--- src/rtl/pcf_pkg.sv ---
`default_nettype none

package pcf_pkg;

	// Alphabet indices and square geometry
	localparam logic [4:0] LETTER_I = 5'd8;
	localparam logic [4:0] LETTER_J = 5'd9;
	localparam logic [4:0] LETTER_X = 5'd23;
	localparam logic [4:0] LETTER_Z = 5'd25;
	localparam logic [4:0] CELLS    = 5'd25;

	// Item operations
	typedef enum logic [1:0] {
		OP_KEY     = 2'd0,
		OP_FINISH  = 2'd1,
		OP_ENCRYPT = 2'd2,
		OP_DECRYPT = 2'd3
	} op_t;

	// Result status codes
	localparam logic [1:0] STATUS_OK        = 2'd0;
	localparam logic [1:0] STATUS_NOT_READY = 2'd1;
	localparam logic [1:0] STATUS_ODD       = 2'd2;

	// Work passed from the front end to the back end
	typedef enum logic [1:0] {
		JOB_WRITE = 2'd0,
		JOB_PAIR  = 2'd1,
		JOB_ERR   = 2'd2
	} job_kind_t;

	// JOB_WRITE: a = letter, b = cell.  JOB_PAIR: digraph (a, b).
	// twice: map the pair two times, only the second ends the run.
	typedef struct packed {
		job_kind_t  kind;
		logic [4:0] a;
		logic [4:0] b;
		logic       fwd;
		logic       twice;
		logic [1:0] status;
	} job_t;

	typedef struct packed {
		logic [4:0] letter;
		logic [1:0] status;
		logic       last;
	} result_t;

endpackage

`default_nettype wire

--- src/rtl/pcf_fifo.sv ---
`default_nettype none

module pcf_fifo #(
	parameter int WIDTH = 8,
	parameter int DEPTH = 2
) (
	input  logic             clk,
	input  logic             arst_n,
	input  logic             wr_en,
	input  logic [WIDTH-1:0] wr_data,
	output logic             full,
	input  logic             rd_en,
	output logic [WIDTH-1:0] rd_data,
	output logic             empty
);

	localparam int AW = $clog2(DEPTH);

	logic [WIDTH-1:0] slots_q [DEPTH];
	logic [AW:0]      wr_ptr_q;
	logic [AW:0]      rd_ptr_q;

	assign empty   = (wr_ptr_q == rd_ptr_q);
	assign full    = (wr_ptr_q[AW] != rd_ptr_q[AW]) &&
	                 (wr_ptr_q[AW-1:0] == rd_ptr_q[AW-1:0]);
	assign rd_data = slots_q[rd_ptr_q[AW-1:0]];

	// Storage, no reset needed
	always_ff @(posedge clk) begin
		if (wr_en) begin
			slots_q[wr_ptr_q[AW-1:0]] <= wr_data;
		end
	end

	// Pointers with wrap bit
	always_ff @(posedge clk or negedge arst_n) begin
		if (!arst_n) begin
			wr_ptr_q <= '0;
			rd_ptr_q <= '0;
		end else begin
			if (wr_en) begin
				wr_ptr_q <= wr_ptr_q + 1'b1;
			end
			if (rd_en) begin
				rd_ptr_q <= rd_ptr_q + 1'b1;
			end
		end
	end

endmodule

`default_nettype wire

--- src/rtl/pcf_front.sv ---
`default_nettype none

module pcf_front (
	input  logic          clk,
	input  logic          arst_n,
	input  logic          push,
	output logic          full,
	input  logic [1:0]    operation,
	input  logic [4:0]    letter,
	input  logic          last_letter,
	output logic          job_push,
	output pcf_pkg::job_t job,
	input  logic          job_full
);

	logic [25:0] used_q, used_d;
	logic [4:0]  fill_q, fill_d;
	logic        ready_q, ready_d;
	logic [4:0]  held_q, held_d;
	logic        held_valid_q, held_valid_d;
	logic        walk_q, walk_d;
	logic [4:0]  idx_q, idx_d;

	logic [4:0]  sat_letter;
	logic [4:0]  c;
	logic        accept;
	logic        walk_place;
	logic        advance;

	// Busy during the alphabet walk; every item needs at most one job slot
	assign full   = walk_q | job_full;
	assign accept = push & ~full;

	// Clamp to Z, fold J onto I
	assign sat_letter = (letter > pcf_pkg::LETTER_Z) ? pcf_pkg::LETTER_Z : letter;
	assign c          = (sat_letter == pcf_pkg::LETTER_J) ? pcf_pkg::LETTER_I : sat_letter;

	assign walk_place = walk_q && (idx_q != pcf_pkg::LETTER_J) && !used_q[idx_q] &&
	                    (fill_q < pcf_pkg::CELLS);

	// Classification and key bookkeeping
	always_comb begin
		job_push     = 1'b0;
		job          = '0;
		job.kind     = pcf_pkg::JOB_PAIR;
		job.fwd      = 1'b1;
		job.status   = pcf_pkg::STATUS_OK;
		used_d       = used_q;
		fill_d       = fill_q;
		ready_d      = ready_q;
		held_d       = held_q;
		held_valid_d = held_valid_q;
		walk_d       = walk_q;
		idx_d        = idx_q;
		advance      = 1'b0;

		if (walk_q) begin
			// Finish: one letter of the alphabet per cycle, holding while the job queue is full
			if (walk_place) begin
				if (!job_full) begin
					job_push       = 1'b1;
					job.kind       = pcf_pkg::JOB_WRITE;
					job.a          = idx_q;
					job.b          = fill_q;
					used_d[idx_q]  = 1'b1;
					fill_d         = fill_q + 5'd1;
					advance        = 1'b1;
				end
			end else begin
				advance = 1'b1;
			end
			if (advance) begin
				if (idx_q == pcf_pkg::LETTER_Z) begin
					walk_d  = 1'b0;
					ready_d = 1'b1;
				end else begin
					idx_d = idx_q + 5'd1;
				end
			end
		end else if (accept) begin
			unique case (pcf_pkg::op_t'(operation))
				pcf_pkg::OP_KEY: begin
					if (!ready_q && !used_q[c] && (fill_q < pcf_pkg::CELLS)) begin
						job_push   = 1'b1;
						job.kind   = pcf_pkg::JOB_WRITE;
						job.a      = c;
						job.b      = fill_q;
						used_d[c]  = 1'b1;
						fill_d     = fill_q + 5'd1;
					end
				end
				pcf_pkg::OP_FINISH: begin
					if (!ready_q) begin
						walk_d = 1'b1;
						idx_d  = '0;
					end
				end
				pcf_pkg::OP_ENCRYPT: begin
					if (!ready_q) begin
						job_push   = 1'b1;
						job.kind   = pcf_pkg::JOB_ERR;
						job.status = pcf_pkg::STATUS_NOT_READY;
					end else if (!held_valid_q) begin
						if (last_letter) begin
							job_push = 1'b1;
							job.a    = c;
							job.b    = pcf_pkg::LETTER_X;
						end else begin
							held_d       = c;
							held_valid_d = 1'b1;
						end
					end else if (held_q == c) begin
						// Doubled letter: pad with X, the repeat stays held unless it is the last letter, then the pair is mapped twice
						job_push = 1'b1;
						job.a    = c;
						job.b    = pcf_pkg::LETTER_X;
						if (last_letter) begin
							job.twice    = 1'b1;
							held_d       = '0;
							held_valid_d = 1'b0;
						end
					end else begin
						job_push     = 1'b1;
						job.a        = held_q;
						job.b        = c;
						held_d       = '0;
						held_valid_d = 1'b0;
					end
				end
				pcf_pkg::OP_DECRYPT: begin
					if (!ready_q) begin
						job_push   = 1'b1;
						job.kind   = pcf_pkg::JOB_ERR;
						job.status = pcf_pkg::STATUS_NOT_READY;
					end else if (!held_valid_q) begin
						if (last_letter) begin
							job_push   = 1'b1;
							job.kind   = pcf_pkg::JOB_ERR;
							job.status = pcf_pkg::STATUS_ODD;
						end else begin
							held_d       = c;
							held_valid_d = 1'b1;
						end
					end else begin
						job_push     = 1'b1;
						job.a        = held_q;
						job.b        = c;
						job.fwd      = 1'b0;
						held_d       = '0;
						held_valid_d = 1'b0;
					end
				end
				default: begin
				end
			endcase
		end
	end

	always_ff @(posedge clk or negedge arst_n) begin
		if (!arst_n) begin
			used_q       <= '0;
			fill_q       <= '0;
			ready_q      <= 1'b0;
			held_q       <= '0;
			held_valid_q <= 1'b0;
			walk_q       <= 1'b0;
			idx_q        <= '0;
		end else begin
			used_q       <= used_d;
			fill_q       <= fill_d;
			ready_q      <= ready_d;
			held_q       <= held_d;
			held_valid_q <= held_valid_d;
			walk_q       <= walk_d;
			idx_q        <= idx_d;
		end
	end

endmodule

`default_nettype wire

--- src/rtl/pcf_back.sv ---
`default_nettype none

module pcf_back (
	input  logic             clk,
	input  logic             arst_n,
	input  pcf_pkg::job_t    job,
	input  logic             job_empty,
	output logic             job_pop,
	output logic             res_push,
	output pcf_pkg::result_t res,
	input  logic             res_full
);

	typedef enum logic [3:0] {
		B_IDLE  = 4'b0001,
		B_POS   = 4'b0010,
		B_EMIT0 = 4'b0100,
		B_EMIT1 = 4'b1000
	} back_state_t;

	back_state_t state_q, state_d;

	logic [4:0] key_sq [25];
	logic [4:0] pos_mem [26];

	logic [4:0] pos_a_q, pos_b_q;
	logic [4:0] let_a_q, let_b_q;
	logic       fwd_q;
	logic       twice_q;
	logic [4:0] oa, ob;

	logic do_write, do_err, do_pair;

	function automatic logic [2:0] row_of(input logic [4:0] p);
		if (p < 5'd5) begin
			return 3'd0;
		end else if (p < 5'd10) begin
			return 3'd1;
		end else if (p < 5'd15) begin
			return 3'd2;
		end else if (p < 5'd20) begin
			return 3'd3;
		end
		return 3'd4;
	endfunction

	function automatic logic [4:0] base_of(input logic [2:0] r);
		return {r, 2'b00} + 5'(r);
	endfunction

	function automatic logic [2:0] step_of(input logic [2:0] x, input logic fwd);
		if (fwd) begin
			return (x == 3'd4) ? 3'd0 : x + 3'd1;
		end
		return (x == 3'd0) ? 3'd4 : x - 3'd1;
	endfunction

	// Digraph rules on cell numbers: same row, same column, rectangle
	function automatic logic [9:0] map_cells(input logic [4:0] pa, input logic [4:0] pb,
	                                         input logic fwd);
		logic [2:0] ra, ca, rb, cb;
		logic [4:0] na, nb;
		ra = row_of(pa);
		rb = row_of(pb);
		ca = 3'(pa - base_of(ra));
		cb = 3'(pb - base_of(rb));
		if (ra == rb) begin
			na = base_of(ra) + 5'(step_of(ca, fwd));
			nb = base_of(rb) + 5'(step_of(cb, fwd));
		end else if (ca == cb) begin
			na = base_of(step_of(ra, fwd)) + 5'(ca);
			nb = base_of(step_of(rb, fwd)) + 5'(cb);
		end else begin
			na = base_of(ra) + 5'(cb);
			nb = base_of(rb) + 5'(ca);
		end
		return {na, nb};
	endfunction

	assign {oa, ob} = map_cells(pos_a_q, pos_b_q, fwd_q);

	// Job dispatch from idle
	assign do_write = (state_q == B_IDLE) && !job_empty && (job.kind == pcf_pkg::JOB_WRITE);
	assign do_err   = (state_q == B_IDLE) && !job_empty && (job.kind == pcf_pkg::JOB_ERR) &&
	                  !res_full;
	assign do_pair  = (state_q == B_IDLE) && !job_empty && (job.kind == pcf_pkg::JOB_PAIR);
	assign job_pop  = do_write | do_err | do_pair;

	// Square and position memories, registered reads
	always_ff @(posedge clk) begin
		if (do_write) begin
			key_sq[job.b]  <= job.a;
			pos_mem[job.a] <= job.b;
		end
		if (do_pair) begin
			pos_a_q <= pos_mem[job.a];
			pos_b_q <= pos_mem[job.b];
			fwd_q   <= job.fwd;
		end
		if (state_q == B_POS) begin
			let_a_q <= key_sq[oa];
			let_b_q <= key_sq[ob];
		end
	end

	// Result generation and sequencing
	always_comb begin
		state_d    = state_q;
		res_push   = 1'b0;
		res.letter = '0;
		res.status = pcf_pkg::STATUS_OK;
		res.last   = 1'b0;
		unique case (state_q)
			B_IDLE: begin
				if (do_err) begin
					res_push   = 1'b1;
					res.status = job.status;
					res.last   = 1'b1;
				end else if (do_pair) begin
					state_d = B_POS;
				end
			end
			B_POS: begin
				state_d = B_EMIT0;
			end
			B_EMIT0: begin
				if (!res_full) begin
					res_push   = 1'b1;
					res.letter = let_a_q;
					state_d    = B_EMIT1;
				end
			end
			B_EMIT1: begin
				if (!res_full) begin
					res_push   = 1'b1;
					res.letter = let_b_q;
					res.last   = !twice_q;
					state_d    = twice_q ? B_EMIT0 : B_IDLE;
				end
			end
			default: begin
				state_d = B_IDLE;
			end
		endcase
	end

	always_ff @(posedge clk or negedge arst_n) begin
		if (!arst_n) begin
			state_q <= B_IDLE;
			twice_q <= 1'b0;
		end else begin
			state_q <= state_d;
			if (do_pair) begin
				twice_q <= job.twice;
			end else if ((state_q == B_EMIT1) && !res_full) begin
				twice_q <= 1'b0;
			end
		end
	end

endmodule

`default_nettype wire

--- src/rtl/playfair_cipher_engine.sv ---
// A text item's first result passes through the job queue, the back end's position
// and square lookups and the result queue. The back end takes one digraph at a time:
// two lookups, then one result per cycle while the result queue is not full; a doubled
// final letter repeats both results. Finishing the key walks the alphabet while busy.
// Reset clears all control state and queues; the square is undefined until filled.
`default_nettype none

module playfair_cipher_engine #(
	parameter int JOB_DEPTH = 2,
	parameter int RES_DEPTH = 4
) (
	input  logic       clk,
	input  logic       arst_n,
	input  logic       push,
	output logic       full,
	input  logic [1:0] operation,
	input  logic [4:0] letter,
	input  logic       last_letter,
	output logic       empty,
	input  logic       pop,
	output logic [4:0] out_letter,
	output logic [1:0] status,
	output logic       end_of_run
);

	localparam int JOB_W = $bits(pcf_pkg::job_t);
	localparam int RES_W = $bits(pcf_pkg::result_t);

	pcf_pkg::job_t    job_wr, job_rd;
	logic [JOB_W-1:0] job_rd_bits;
	logic             job_push, job_full, job_pop, job_empty;

	pcf_pkg::result_t res_wr, res_rd;
	logic [RES_W-1:0] res_rd_bits;
	logic             res_push, res_full;

	pcf_front u_front (
		.clk        (clk),
		.arst_n     (arst_n),
		.push       (push),
		.full       (full),
		.operation  (operation),
		.letter     (letter),
		.last_letter(last_letter),
		.job_push   (job_push),
		.job        (job_wr),
		.job_full   (job_full)
	);

	pcf_fifo #(
		.WIDTH(JOB_W),
		.DEPTH(JOB_DEPTH)
	) u_job_q (
		.clk    (clk),
		.arst_n (arst_n),
		.wr_en  (job_push),
		.wr_data(job_wr),
		.full   (job_full),
		.rd_en  (job_pop),
		.rd_data(job_rd_bits),
		.empty  (job_empty)
	);

	assign job_rd = pcf_pkg::job_t'(job_rd_bits);

	pcf_back u_back (
		.clk      (clk),
		.arst_n   (arst_n),
		.job      (job_rd),
		.job_empty(job_empty),
		.job_pop  (job_pop),
		.res_push (res_push),
		.res      (res_wr),
		.res_full (res_full)
	);

	pcf_fifo #(
		.WIDTH(RES_W),
		.DEPTH(RES_DEPTH)
	) u_res_q (
		.clk    (clk),
		.arst_n (arst_n),
		.wr_en  (res_push),
		.wr_data(res_wr),
		.full   (res_full),
		.rd_en  (pop & ~empty),
		.rd_data(res_rd_bits),
		.empty  (empty)
	);

	assign res_rd     = pcf_pkg::result_t'(res_rd_bits);
	assign out_letter = res_rd.letter;
	assign status     = res_rd.status;
	assign end_of_run = res_rd.last;

endmodule

`default_nettype wire

--- config.mk ---
export PLATFORM = sky130hd
export DESIGN_NAME = playfair_cipher_engine
export DESIGN_NICKNAME = d
export VERILOG_FILES = /design/src/rtl/pcf_pkg.sv /design/src/rtl/pcf_fifo.sv /design/src/rtl/pcf_front.sv /design/src/rtl/pcf_back.sv /design/src/rtl/playfair_cipher_engine.sv
export SDC_FILE = /design/constraint.sdc
export NUM_CORES = 1
export LEC_CHECK = 0
export BUFFER_PORTS_ARGS = -buffer_cell sky130_fd_sc_hd__buf_2
export CORE_MARGIN = 5
export CORE_UTILIZATION = 60
export CTS_CLUSTER_DIAMETER = 100
export DETAILED_ROUTE_END_ITERATION = 7
export PLACE_DENSITY_LB_ADDON = 0.1
export SYNTH_ARGS = -nofsm -noshare
export SYNTH_HDL_FRONTEND = slang
export SYNTH_SLANG_ARGS = --single-unit
--- constraint.sdc ---
create_clock -name clk -period 7.79 [get_ports clk]
set_input_delay 0.779 -clock clk [delete_from_list [all_inputs] [get_ports clk]]
set_output_delay 0.779 -clock clk [all_outputs]
set_load 0.01 [all_outputs]
==> results_tabular.tex <==
\begin{tabular}{lr}
\hline
Metric & Value \\
\hline
\multicolumn{2}{l}{\textbf{Setup path}} \\
\quad Startpoint type of the worst setup path & register \\
\quad Worst Path Required & around 8000 ps \\
\quad Maximum fanout encountered on the critical timing path & 13 \\
\quad Nature of the critical path endpoint & register \\
\quad Data arrival time of the critical path & $\sim$6700 ps \\
\quad Worst setup path start & u\_back.pos\_a\_q[4] \\
\quad Critical setup path kind & reg -> reg \\
\quad Worst flop-to-flop path startpoint & u\_back.pos\_a\_q[4] \\
\multicolumn{2}{l}{\textbf{Finish}} \\
\quad Fill cell count & around 2800 \\
\quad Finished Cell Area & 0.0237 mm2 \\
\quad Final antenna diode count & 0 \\
\quad Layout Utilization & 65.3\% \\
\quad Share of cells above drive strength 1 & between 10\% and 20\% \\
\quad Final net count & between 1500 and 2000 \\
\quad Area growth from synthesis to layout & 8.18\% \\
\multicolumn{2}{l}{\textbf{Floorplanning}} \\
\quad Die X-Extent & about 200 um \\
\quad Y dimension of the die & $\sim$200 um \\
\quad Placeable core region & around 0.036 mm2 \\
\quad Die ar. & $\sim$0.04 mm2 \\
\quad I/O pin count & 22 \\
\quad Starting Density & 60.3\% \\
\quad Placement Rows & 70 \\
\multicolumn{2}{l}{\textbf{Timing}} \\
\quad Number of setup violations in the final report & 0 \\
\quad Setup repair after global routing missed its margin & no \\
\quad Period minus WS final & approximately 6400 ps \\
\quad Worst max-slew margin expressed relative to the limit & a little under an eighth \\
\quad Share of the clock period used by the worst path & between 80\% and 90\% \\
\quad Clock skew & around 21 ps \\
\quad Worst-case hold slack & about 380 ps \\
\quad Measured slew at the worst slew-check pin & around 1300 ps \\
\quad Accumulated negative setup slack & 0 ps \\
\quad Fin. max-slew vios & 0 \\
\quad Max Fclk & 157 MHz \\
\quad Final-report hold violation count & 0 \\
\multicolumn{2}{l}{\textbf{Clocking}} \\
\quad Clock tree from TritonCTS & built \\
\quad Root Driver & sky130\_fd\_sc\_hd\_\_clkbuf\_16 \\
\quad Post-CTS setup-driven buffer insertion count & 0 \\
\quad H-tree depth & 2 \\
\quad Number of buffers inserted during clock tree synthesis & 42 \\
\quad Clock transition at the register clock pins on the worst setup and hold paths after CTS & roughly 70 ps \\
\quad Clock sinks & 399 \\
\quad CTS Hold Buffers Added & 0 \\
\quad Worst skew pair latency & between 500 and 600 ps \\
\quad Max Buffers Root-to-Sink & 3 \\
\quad Gates resized, CTS repair & 0 \\
\multicolumn{2}{l}{\textbf{Logic synthesis}} \\
\quad Yosys warnings & 0 \\
\quad Synthesized netlist net count & about 2000 \\
\quad Primary FF master, synth & sky130\_fd\_sc\_hd\_\_edfxtp\_1 \\
\quad Cell area after technology mapping & 0.0219 mm2 \\
\quad Leading post-synthesis cells by cell area & sky130\_fd\_sc\_hd\_\_edfxtp\_1, sky130\_fd\_sc\_hd\_\_dfrtp\_1, sky130\_fd\_sc\_hd\_\_nand2\_1, sky130\_fd\_sc\_hd\_\_mux4\_2, sky130\_fd\_sc\_hd\_\_mux2i\_1 \\
\quad Number of enable-type register cells in the synthesized netlist & between 300 and 400 \\
\quad Synthesized area divided by synthesized cell count & 11.3 um2 \\
\quad Number of instances in the synthesized netlist & 1944 \\
\quad Async SR Flop Fraction & about 15\% \\
\quad Distinct cells, synth & 91 \\
\quad Share of the yosys chip area belonging to registers & between 50\% and 60\% \\
\quad Share of the synthesized area in the top cell type & a little under half \\
\quad \#FFs+latches synth & between 300 and 400 \\
\quad Dominant cell type by area after synthesis & sky130\_fd\_sc\_hd\_\_edfxtp\_1 \\
\multicolumn{2}{l}{\textbf{Outcome}} \\
\quad Outcome & complete, no violations \\
\multicolumn{2}{l}{\textbf{GRT}} \\
\quad First-pass GRT wire length & 87.5 mm \\
\quad Via count of the first global-routing pass & 15697 \\
\quad GRT Overall Usage & around 27\% \\
\quad Total congestion overflow after global routing & 0 \\
\quad Pin count of the biggest net entering global routing & 64 \\
\quad Antenna violations before repair & 0 \\
\multicolumn{2}{l}{\textbf{Route}} \\
\quad Total wire length after detailed routing & roughly 56 mm \\
\quad Via Count & $\sim$16000 \\
\quad Remaining antenna violation count & 0 \\
\quad Initial DRC Count & 1596 \\
\quad 1st-pass router iterations & 7 \\
\quad Average via count per standard cell & approximately 6.6 \\
\quad Drt drc & 0 \\
\quad Mean routed wirelength per cell & approximately 23 um \\
\multicolumn{2}{l}{\textbf{Placement}} \\
\quad Final RePlAce weighted congestion & 0.928 \\
\quad Area post-placement & approximately 0.022 mm2 \\
\quad Number of buffers inserted by port buffering & 21 \\
\quad Final HPWL DP & roughly 37 mm \\
\multicolumn{2}{l}{\textbf{Job}} \\
\quad Max capacitance violation total & 0 \\
\multicolumn{2}{l}{\textbf{Worst hold path}} \\
\quad Worst min-delay path category & in -> async \\
\hline
\end{tabular}
synth_stat cells (14+ instances only):
cell	number
sky130_fd_sc_hd__a21oi_1	75
sky130_fd_sc_hd__a22oi_1	29
sky130_fd_sc_hd__a311oi_1	30
sky130_fd_sc_hd__a31oi_1	21
sky130_fd_sc_hd__and2_1	15
sky130_fd_sc_hd__and3_1	28
sky130_fd_sc_hd__buf_1	16
sky130_fd_sc_hd__buf_2	19
sky130_fd_sc_hd__clkbuf_1	72
sky130_fd_sc_hd__dfrtp_1	58
sky130_fd_sc_hd__edfxtp_1	340
sky130_fd_sc_hd__ha_1	42
sky130_fd_sc_hd__inv_1	70
sky130_fd_sc_hd__mux2_2	21
sky130_fd_sc_hd__mux2i_1	76
sky130_fd_sc_hd__mux4_2	41
sky130_fd_sc_hd__nand2_1	301
sky130_fd_sc_hd__nand2b_1	14
sky130_fd_sc_hd__nand3_1	68
sky130_fd_sc_hd__nor2_1	124
sky130_fd_sc_hd__nor2b_1	24
sky130_fd_sc_hd__nor3_1	36
sky130_fd_sc_hd__nor4_1	14
sky130_fd_sc_hd__o211ai_1	24
sky130_fd_sc_hd__o21ai_0	58
sky130_fd_sc_hd__o21bai_1	23
sky130_fd_sc_hd__o311ai_0	19
sky130_fd_sc_hd__xnor2_1	26
sky130_fd_sc_hd__xor2_1	15
cell type report:
type / count / area (um2) / area share (%)
clock buffer: 55 / 1120 / 4.73
clock inverter: 20 / 208 / 0.878
inverter: 75 / 282 / 1.19
multi-input combinational: 1353 / 9460 / 40.0
sequential: 399 / 11700 / 49.4
tap: 468 / 586 / 2.47
timing repair buffer: 50 / 323 / 1.36
worst paths after layout:
path | end | slack (ps) | cells after the start
worst max-delay path | u_back.let_a_q[0] | 1410 | 21
worst min-delay path | u_res_q.wr_ptr_q[0] | 380 | 2
worst max register to register | u_back.let_a_q[0] | 1410 | 21
worst min register to register | u_front.used_q[9] | 410 | 0
max in group asynchronous | u_front.used_q[5] | 6900 | 2
min in group clk | u_front.used_q[9] | 410 | 0
sequential cells by signal, summed over array words and instances (netlist names), 2 cells and up:
signal / flops
u_back.let_a_q: 5
u_back.pos_b_q: 5
u_back.pos_mem: 130
u_front.idx_q: 5
u_front.used_q: 26
u_res_q.rd_ptr_q: 3
u_back.state_q: 4
u_job_q.rd_ptr_q: 2
u_back.pos_a_q: 5
u_res_q.wr_ptr_q: 3
u_back.key_sq: 125
u_front.fill_q: 5
u_back.let_b_q: 5
u_job_q.wr_ptr_q: 2
u_job_q.slots_q: 32
u_res_q.slots_q: 32
u_front.held_q: 5
layer usage:
layer	GRT usage [%]	routed length (um)
met1	38.1	23000
met3	3.97	4580
met2	43.5	26400
met5	0	0
met4	9.05	1810
worst max-delay path: stages, from the launching register on:
cell and delay (ps):
sky130_fd_sc_hd__edfxtp_1 550, sky130_fd_sc_hd__or3b_1 270, sky130_fd_sc_hd__o21ai_1 110, sky130_fd_sc_hd__a21oi_4 240, sky130_fd_sc_hd__inv_1 140, sky130_fd_sc_hd__ha_1 220, sky130_fd_sc_hd__fa_1 440, sky130_fd_sc_hd__o21a_4 180
sky130_fd_sc_hd__nor2_1 340, sky130_fd_sc_hd__inv_1 140, sky130_fd_sc_hd__fa_1 610, sky130_fd_sc_hd__inv_1 60, sky130_fd_sc_hd__ha_1 280, sky130_fd_sc_hd__a21o_1 170, sky130_fd_sc_hd__a21oi_1 170, sky130_fd_sc_hd__xnor2_1 130
sky130_fd_sc_hd__nand4_1 120, sky130_fd_sc_hd__a32oi_1 770, sky130_fd_sc_hd__nor3b_1 660, sky130_fd_sc_hd__o21ai_0 180, sky130_fd_sc_hd__a21oi_1 220, sky130_fd_sc_hd__nor4_1 80
cells in the final DEF, fill, tap and decap left out, drive strengths merged, types with 42 or more instances in the layout:
| cell | synthesis | final |
|---|---|---|
| clkbuf | 72 | 55 |
| buf | 45 | 50 |
| ha | 42 | 42 |
| o21ai | 64 | 64 |
| nand2 | 301 | 301 |
| nand3 | 68 | 68 |
| nor2 | 125 | 125 |
| dfrtp | 58 | 58 |
| inv | 75 | 78 |
| a21oi | 77 | 77 |
| edfxtp | 340 | 340 |
| mux2i | 76 | 76 |
metrics by stage:
| step | std cells | setup slack (ps) |
|---|---|---|
| after detailed placement | 2345 | 1510 |
| after CTS | 2420 | 1480 |
| after floorplan | 1944 | 2460 |
| after global routing | 2420 | 1060 |
| final | 2420 | 1410 |
| after global placement | 2345 | 1620 |
kinds of logic after synthesis:
logic type      Yosys count  share of synthesized area (%)
compound gates          431                           14.4
xor+xnor                 42                           1.72
fa+ha+maj                53                           3.37
buf+inv                 192                           3.63
flops                   399                           53.4
mux                     138                           8.78
simple gates            689                           14.7
Power is not shown: default switching activity piles up to over one toggle a cycle in this logic, so the estimate is an artifact.
